File: src/rtl/core/ctb_pkg.sv
// ----------------------------------------------------------------------------
// ctb_pkg
// Types and constants of the timeout ratio circuit breaker.
// ----------------------------------------------------------------------------
package ctb_pkg;

  localparam logic OP_CALL  = 1'b0;
  localparam logic OP_QUERY = 1'b1;

  localparam int unsigned CFG_IDX_W = 3;
  localparam logic [CFG_IDX_W-1:0] REG_WINDOW_SECONDS = 3'd0;
  localparam logic [CFG_IDX_W-1:0] REG_STREAK_LIMIT   = 3'd1;
  localparam logic [CFG_IDX_W-1:0] REG_MIN_TIMEOUTS   = 3'd2;
  localparam logic [CFG_IDX_W-1:0] REG_RATIO_PERCENT  = 3'd3;
  localparam logic [CFG_IDX_W-1:0] REG_RETRY_SECONDS  = 3'd4;

  localparam logic [31:0] RST_WINDOW_SECONDS = 32'd60;
  localparam logic [31:0] RST_STREAK_LIMIT   = 32'd5;
  localparam logic [31:0] RST_MIN_TIMEOUTS   = 32'd5;
  localparam logic [6:0]  RST_RATIO_PERCENT  = 7'd50;
  localparam logic [30:0] RST_RETRY_SECONDS  = 31'd30;

  localparam logic [31:0] EARLY_CLOSE_SECONDS = 32'd5;
  localparam logic [38:0] PERCENT_BASE        = 39'd100;

  typedef struct packed {
    logic        op;
    logic        timed_out;
    logic [31:0] now_seconds;
  } evt_t;

  typedef struct packed {
    logic granted;
    logic active;
  } res_t;

endpackage

File: src/rtl/core/timeout_ratio_circuit_breaker.sv
// ----------------------------------------------------------------------------
// timeout_ratio_circuit_breaker: one event per cycle while the result side does not
// stall; each result passes the input register, then the result register.
// Throughput set by the single update pass on the state registers.
// Synchronous reset: link active, counters and timers zero, regs default.
// ----------------------------------------------------------------------------
module timeout_ratio_circuit_breaker (
  input  logic                             clk,
  input  logic                             rst,
  input  logic                             evt_valid,
  output logic                             evt_stall,
  input  ctb_pkg::evt_t                    evt,
  output logic                             res_valid,
  input  logic                             res_stall,
  output ctb_pkg::res_t                    res,
  input  logic                             cfg_valid,
  output logic                             cfg_ready,
  input  logic [ctb_pkg::CFG_IDX_W-1:0]    cfg_index,
  input  logic [31:0]                      cfg_data
);
  import ctb_pkg::*;

  logic [31:0] window_seconds;
  logic [31:0] streak_limit;
  logic [31:0] min_timeouts;
  logic [6:0]  ratio_percent;
  logic [30:0] retry_seconds;

  logic        active_flag;
  logic [31:0] call_count;
  logic [31:0] timeout_count;
  logic [31:0] fail_streak;
  logic [31:0] window_start;
  logic [31:0] last_retry;

  logic        active_flag_next;
  logic [31:0] call_count_next;
  logic [31:0] timeout_count_next;
  logic [31:0] fail_streak_next;
  logic [31:0] window_start_next;
  logic [31:0] last_retry_next;
  logic        granted_next;

  logic        s1_valid;
  evt_t        s1;
  logic        advance;

  logic [31:0] streak_inc;
  logic [31:0] calls_inc;
  logic [31:0] touts_inc;
  logic [31:0] elapsed;
  logic [31:0] since_retry;
  logic        win_close;
  logic [38:0] ratio_prod;
  logic [38:0] tout_scaled;
  logic        trip;

  assign cfg_ready = 1'b1;
  assign advance   = s1_valid && (!res_valid || !res_stall);
  assign evt_stall = s1_valid && !advance;

  always_ff @(posedge clk) begin
    if (rst) begin
      window_seconds <= RST_WINDOW_SECONDS;
      streak_limit   <= RST_STREAK_LIMIT;
      min_timeouts   <= RST_MIN_TIMEOUTS;
      ratio_percent  <= RST_RATIO_PERCENT;
      retry_seconds  <= RST_RETRY_SECONDS;
    end else if (cfg_valid && cfg_ready) begin
      case (cfg_index)
        REG_WINDOW_SECONDS: window_seconds <= cfg_data;
        REG_STREAK_LIMIT:   streak_limit   <= cfg_data;
        REG_MIN_TIMEOUTS:   min_timeouts   <= cfg_data;
        REG_RATIO_PERCENT:  ratio_percent  <= cfg_data[6:0];
        REG_RETRY_SECONDS:  retry_seconds  <= cfg_data[30:0];
        default: ;
      endcase
    end
  end

  always_comb begin
    streak_inc  = (fail_streak == '1) ? fail_streak : fail_streak + 32'd1;
    calls_inc   = (call_count == '1) ? call_count : call_count + 32'd1;
    touts_inc   = (timeout_count == '1) ? timeout_count : timeout_count + 32'd1;
    elapsed     = s1.now_seconds - window_start;
    since_retry = s1.now_seconds - last_retry;

    active_flag_next   = active_flag;
    call_count_next    = call_count;
    timeout_count_next = timeout_count;
    fail_streak_next   = fail_streak;
    window_start_next  = window_start;
    last_retry_next    = last_retry;
    granted_next       = 1'b0;

    fail_streak_next   = s1.timed_out ? streak_inc : 32'd0;
    call_count_next    = calls_inc;
    timeout_count_next = s1.timed_out ? touts_inc : timeout_count;

    // floor(r*c/100) <= t  <=>  r*c <= 100*t + 99
    ratio_prod  = 39'(ratio_percent) * 39'(call_count_next);
    tout_scaled = 39'(timeout_count_next) * PERCENT_BASE + 39'd99;
    trip        = (timeout_count_next >= min_timeouts) && (ratio_prod <= tout_scaled);
    win_close   = (elapsed >= window_seconds) ||
                  ((fail_streak_next >= streak_limit) && (elapsed > EARLY_CLOSE_SECONDS));

    if (s1.op == OP_QUERY) begin
      call_count_next    = call_count;
      timeout_count_next = timeout_count;
      fail_streak_next   = fail_streak;
      if (active_flag || (since_retry >= {1'b0, retry_seconds})) begin
        granted_next    = 1'b1;
        last_retry_next = s1.now_seconds;
      end
    end else if (!active_flag) begin
      call_count_next    = call_count;
      timeout_count_next = timeout_count;
      if (!s1.timed_out) begin
        active_flag_next   = 1'b1;
        window_start_next  = s1.now_seconds;
        fail_streak_next   = 32'd0;
        call_count_next    = 32'd1;
        timeout_count_next = 32'd0;
      end
    end else if (win_close) begin
      window_start_next  = s1.now_seconds;
      call_count_next    = 32'd0;
      timeout_count_next = 32'd0;
      fail_streak_next   = 32'd0;
      if (trip) begin
        active_flag_next = 1'b0;
        last_retry_next  = s1.now_seconds;
      end
    end
  end

  always_ff @(posedge clk) begin
    if (rst) begin
      s1_valid      <= 1'b0;
      res_valid     <= 1'b0;
      active_flag   <= 1'b1;
      call_count    <= 32'd0;
      timeout_count <= 32'd0;
      fail_streak   <= 32'd0;
      window_start  <= 32'd0;
      last_retry    <= 32'd0;
    end else begin
      if (evt_valid && !evt_stall) begin
        s1_valid <= 1'b1;
      end else if (advance) begin
        s1_valid <= 1'b0;
      end
      if (advance) begin
        res_valid     <= 1'b1;
        active_flag   <= active_flag_next;
        call_count    <= call_count_next;
        timeout_count <= timeout_count_next;
        fail_streak   <= fail_streak_next;
        window_start  <= window_start_next;
        last_retry    <= last_retry_next;
      end else if (!res_stall) begin
        res_valid <= 1'b0;
      end
    end
  end

  always_ff @(posedge clk) begin
    if (evt_valid && !evt_stall) begin
      s1 <= evt;
    end
    if (advance) begin
      res.granted <= granted_next;
      res.active  <= active_flag_next;
    end
  end

endmodule

File: config.mk
export PLATFORM = sky130hd
export DESIGN_NAME = timeout_ratio_circuit_breaker
export DESIGN_NICKNAME = d
export VERILOG_FILES = /design/src/rtl/core/ctb_pkg.sv /design/src/rtl/core/timeout_ratio_circuit_breaker.sv
export SDC_FILE = /design/constraint.sdc
export NUM_CORES = 2
export LEC_CHECK = 0
export BUFFER_PORTS_ARGS = -buffer_cell sky130_fd_sc_hd__buf_2
export CAP_MARGIN = 15
export CELL_PAD_IN_SITES_DETAIL_PLACEMENT = 0
export CELL_PAD_IN_SITES_GLOBAL_PLACEMENT = 2
export CORE_MARGIN = 2
export CORE_UTILIZATION = 41
export CTS_BUF_LIST = sky130_fd_sc_hd__clkbuf_4
export DETAILED_ROUTE_END_ITERATION = 10
export PLACE_DENSITY_LB_ADDON = 0.1
export SYNTH_ARGS = -nofsm -noshare
export SYNTH_HDL_FRONTEND = slang
export SYNTH_SLANG_ARGS = --single-unit
File: constraint.sdc
create_clock -name clk -period 12.18 [get_ports clk]
set_input_delay 0.609 -clock clk [delete_from_list [all_inputs] [get_ports clk]]
set_output_delay 0.609 -clock clk [all_outputs]
set_load 0.05 [all_outputs]
==> results by group <==
Pwr
  – Switch share: 32.3%
  – Tot Pwr: 2.80 mW
  – Comb power frac: 20.4%
  – Reg power frac: 41.3%
  – P_sw: 903 uW
  – Clock Power Share: 38.3%
  – Static Leak: 16.0 nW
  – VDD IR max: 0.0681 mV
  – Cell internal pwr: 1.89 mW
  – Power per cell area: 77.8 mW/mm^2

Worst setup path
  – Reg2reg end: last_retry[10]
  – Crit path top cell by count: fa_1
  – Reg-to-Reg Start: call_count[3]
  – CP arrival: 11.52 ns
  – Worst path max stage delay: 0.56 ns
  – Crit end category: register
  – Critical Path Sink: last_retry[10]
  – Crit-path slowest cell: xnor2_1
  – Critical path type: reg2reg
  – Req. time, crit path: 12.86 ns
  – Reg2Reg Setup Slack: 1.35 ns
  – R2R depth: 41
  – Crit path launch type: register
  – CP Launch Point: call_count[3]
  – Critical path fanouts, max: 22

Global routing
  – Largest net degree at the start of global routing: 69
  – GRT Overall Usage: 24.1%
  – Vias in the first global route: 27,700
  – Global route total overflow: 0
  – Wire length of the first global-routing pass: 156,000 um
  – Initial antenna violation count: 3

Floorplan
  – Die Y-Extent: 287 um
  – FP Rows: 103
  – Die Wd: 287 um
  – Core Region: 0.0791 mm^2
  – Initial Util: 41.5%
  – Die Area: 0.0823 mm^2
  – IO Pins: 79

Placement
  – Hpwl dp: 77,300 um
  – Placer Congestion: 0.839
  – Buffers on Ports: 77

Synth
  – Mux contribution to synthesized area: 2.36%
  – XOR/XNOR share of the synthesized area: 5.95%
  – Leading area contributor after synthesis: dfxtp_1
  – Simple-Gate Fraction of Synth Area: 21.1%
  – Largest family of logic cells by synthesized area: adder cells
  – Syn Nets: 4,688
  – Number of distinct library cells after synthesis: 92
  – Post-synth EDFFs: 36
  – Post-synthesis cell area: 0.0328 mm^2
  – Ys Warns: 0
  – Post-Synthesis Cells: 4,051
  – Mean area per synthesized cell: 8.10 um^2
  – Post-synth top cells: 555 x nand2_1, 471 x inv_1, 385 x ha_1
  – Register bit total from synthesis: 333
  – Most frequent cell after synthesis: nand2_1
  – Ys flop type: dfxtp_1
  – Top cells by area, synth: dfxtp_1 18%, ha_1 15%, fa_1 11%
  – Sequential share of the synthesized area: 21.4%
  – Compound-Gate Fraction of Synth Area: 16.1%
  – Synth async-reset ratio: 0%
  – Top-area cell type share of the netlist area: 18.1%
  – Post-synthesis adder-cell area fraction: 25.5%

Clock tree
  – Cts bufs inserted: 96
  – CTS root buffer: clkbuf_4
  – CTS sink count: 333
  – Cts repair resizes: 0
  – Worst-path clk slew: 0.07 ns
  – Hold Buf Count CTS: 46
  – H-Tree Level Count: 3
  – CTS tree: done
  – # Post-CTS Setup Buffers: 0
  – Clk_lat worst skew: 0.89 ns
  – Worst-case clock buffer depth: 3

Drt
  – DR vias/cell: 5.29
  – First drt pass iteration count: 5
  – DR vias: 27,900
  – DR WL/cell: 18.8 um
  – Post-route antenna net violation count: 0
  – DR DRC count: 0
  – WL final: 99,500 um
  – Iteration-0 DRC Markers: 1,279

Cells and area
  – Share of layout cells above drive strength 1: 7.63%
  – Area Growth Syn to Fin: 9.52%
  – FILL cells: 8,164
  – Nets: 4,790

Outcome
  – Status: complete, no violations

Hold path
  – Hold path cells: 1
  – Hold Crit Class: in2reg

STA
  – Final Hold Vio Count: 0
  – Worst slew pin tran: 1.06 ns
  – Clock skew: 0.120 ns
  – Setup violators final: 0
  – Final Slew Violations: 0
  – Hold Worst Slack: 0.0994 ns
  – Relative slew slack: 28.8%
  – Setup TNS: 0 ns
  – Crit share post-route: 88.9%
  – F_max: 92.3 MHz
  – Unrepaired setup endpoints after global routing: no
  – Minimum clock period: 10.83 ns

Flow run
  – Max-Cap Viols: 0
## cell type report
class                      count  area (um^2)  area share (%)
clock buffer                 139         1040            2.90
antenna                        1         2.50         0.00696
clock inverter                37          198           0.550
inverter                     472         1770            4.94
multi-input combinational   3083        23400            65.0
sequential                   333         7030            19.6
tap                         1050         1310            3.66
timing repair buffer         167         1210            3.36
## power groups by stage
stage | logic [mW] | clock network (mW) | registers, mW
after detailed placement | 0.562 | 0 | 1.18
after global placement | 0.564 | 0 | 1.18
after floorplan | 0.386 | 0 | 1.17
final | 0.571 | 1.07 | 1.15
after CTS | 0.577 | 1.12 | 1.15
after global routing | 0.636 | 1.18 | 1.16
## layer usage
metal  wire, um  up-vias  global-route usage [%]  part of all wire (%)
met5          0        -                       0                     0
met4       2550        0                    7.58                   2.6
met3       3460      122                    2.39                   3.5
met2      48400      496                    41.9                    49
met1      45100    13200                    31.3                    45
li1           -    14100                       -                     -
## layout by cell type (no fill, tap or decap), drive strengths merged, types with 24 or more instances in the layout
master / count
nor2b: 181
and4: 24
edfxtp: 36
nand2b: 48
mux2i: 73
o21ai: 108
xnor2: 128
fa: 178
clkinv: 33
nor3: 43
inv: 475
and2: 47
a32oi: 44
nor2: 228
a21oi: 299
dlygate4sd3: 46
dfxtp: 297
buf: 121
clkbuf: 139
o211ai: 27
xor2: 95
nand2: 555
ha: 385
and3: 42
nand4: 83
nand3: 93
a21o: 110
## registers in the layout, indices dropped and copies added, names as in the netlist, 2 cells and up
name	count
fail_streak	32
s1	34
res	2
min_timeouts	32
timeout_count	32
last_retry	32
call_count	32
ratio_percent	7
window_start	32
window_seconds	32
streak_limit	32
retry_seconds	31
## worst max-delay path, delay by kind of cell (launching register included)
family	cells	cell delay, ns
AND/OR/NAND/NOR	16	3.29
adder cells (fa/ha/maj)	6	2.81
AO/OA/AOI/OAI	10	2.57
buffers and inverters	6	0.82
XOR/XNOR	2	0.65
flip-flops	1	0.40
multiplexers	1	0.14
## logic make-up after synthesis
kind of cell             after synthesis
AO/OA/AOI/OAI                        797
flip-flops                           333
other                                  1
adder cells (fa/ha/maj)              563
AND/OR/NAND/NOR                     1422
multiplexers                          77
XOR/XNOR                             223
buffers and inverters                635
## metrics by stage
| step | std cells | util (%) | setup slack (ns) | instance area, um^2 |
|---|---|---|---|---|
| 2_1_floorplan | 4051 | - | 2.59 | 32800 |
| 3_3_place_gp | 5058 | 43.2 | 1.51 | 34200 |
| 3_5_place_dp | 5058 | 43.2 | 1.31 | 34200 |
| 4_1_cts | 5280 | 45.4 | 1.30 | 35900 |
| 5_1_grt | 5282 | 45.4 | 0.376 | 35900 |
| 6_report | 5282 | 45.4 | 1.35 | 35900 |
## worst min path at each step
stage / to / from
after floorplan: window_start[10] / window_start[10]
after global placement: retry_seconds[19] / retry_seconds[19]
after detailed placement: window_seconds[16] / window_seconds[16]
after CTS: min_timeouts[12] / cfg_data[12]
after global routing: streak_limit[0] / cfg_data[0]
final: s1[32] / evt[32]
Power figures use the tool's default switching activity.
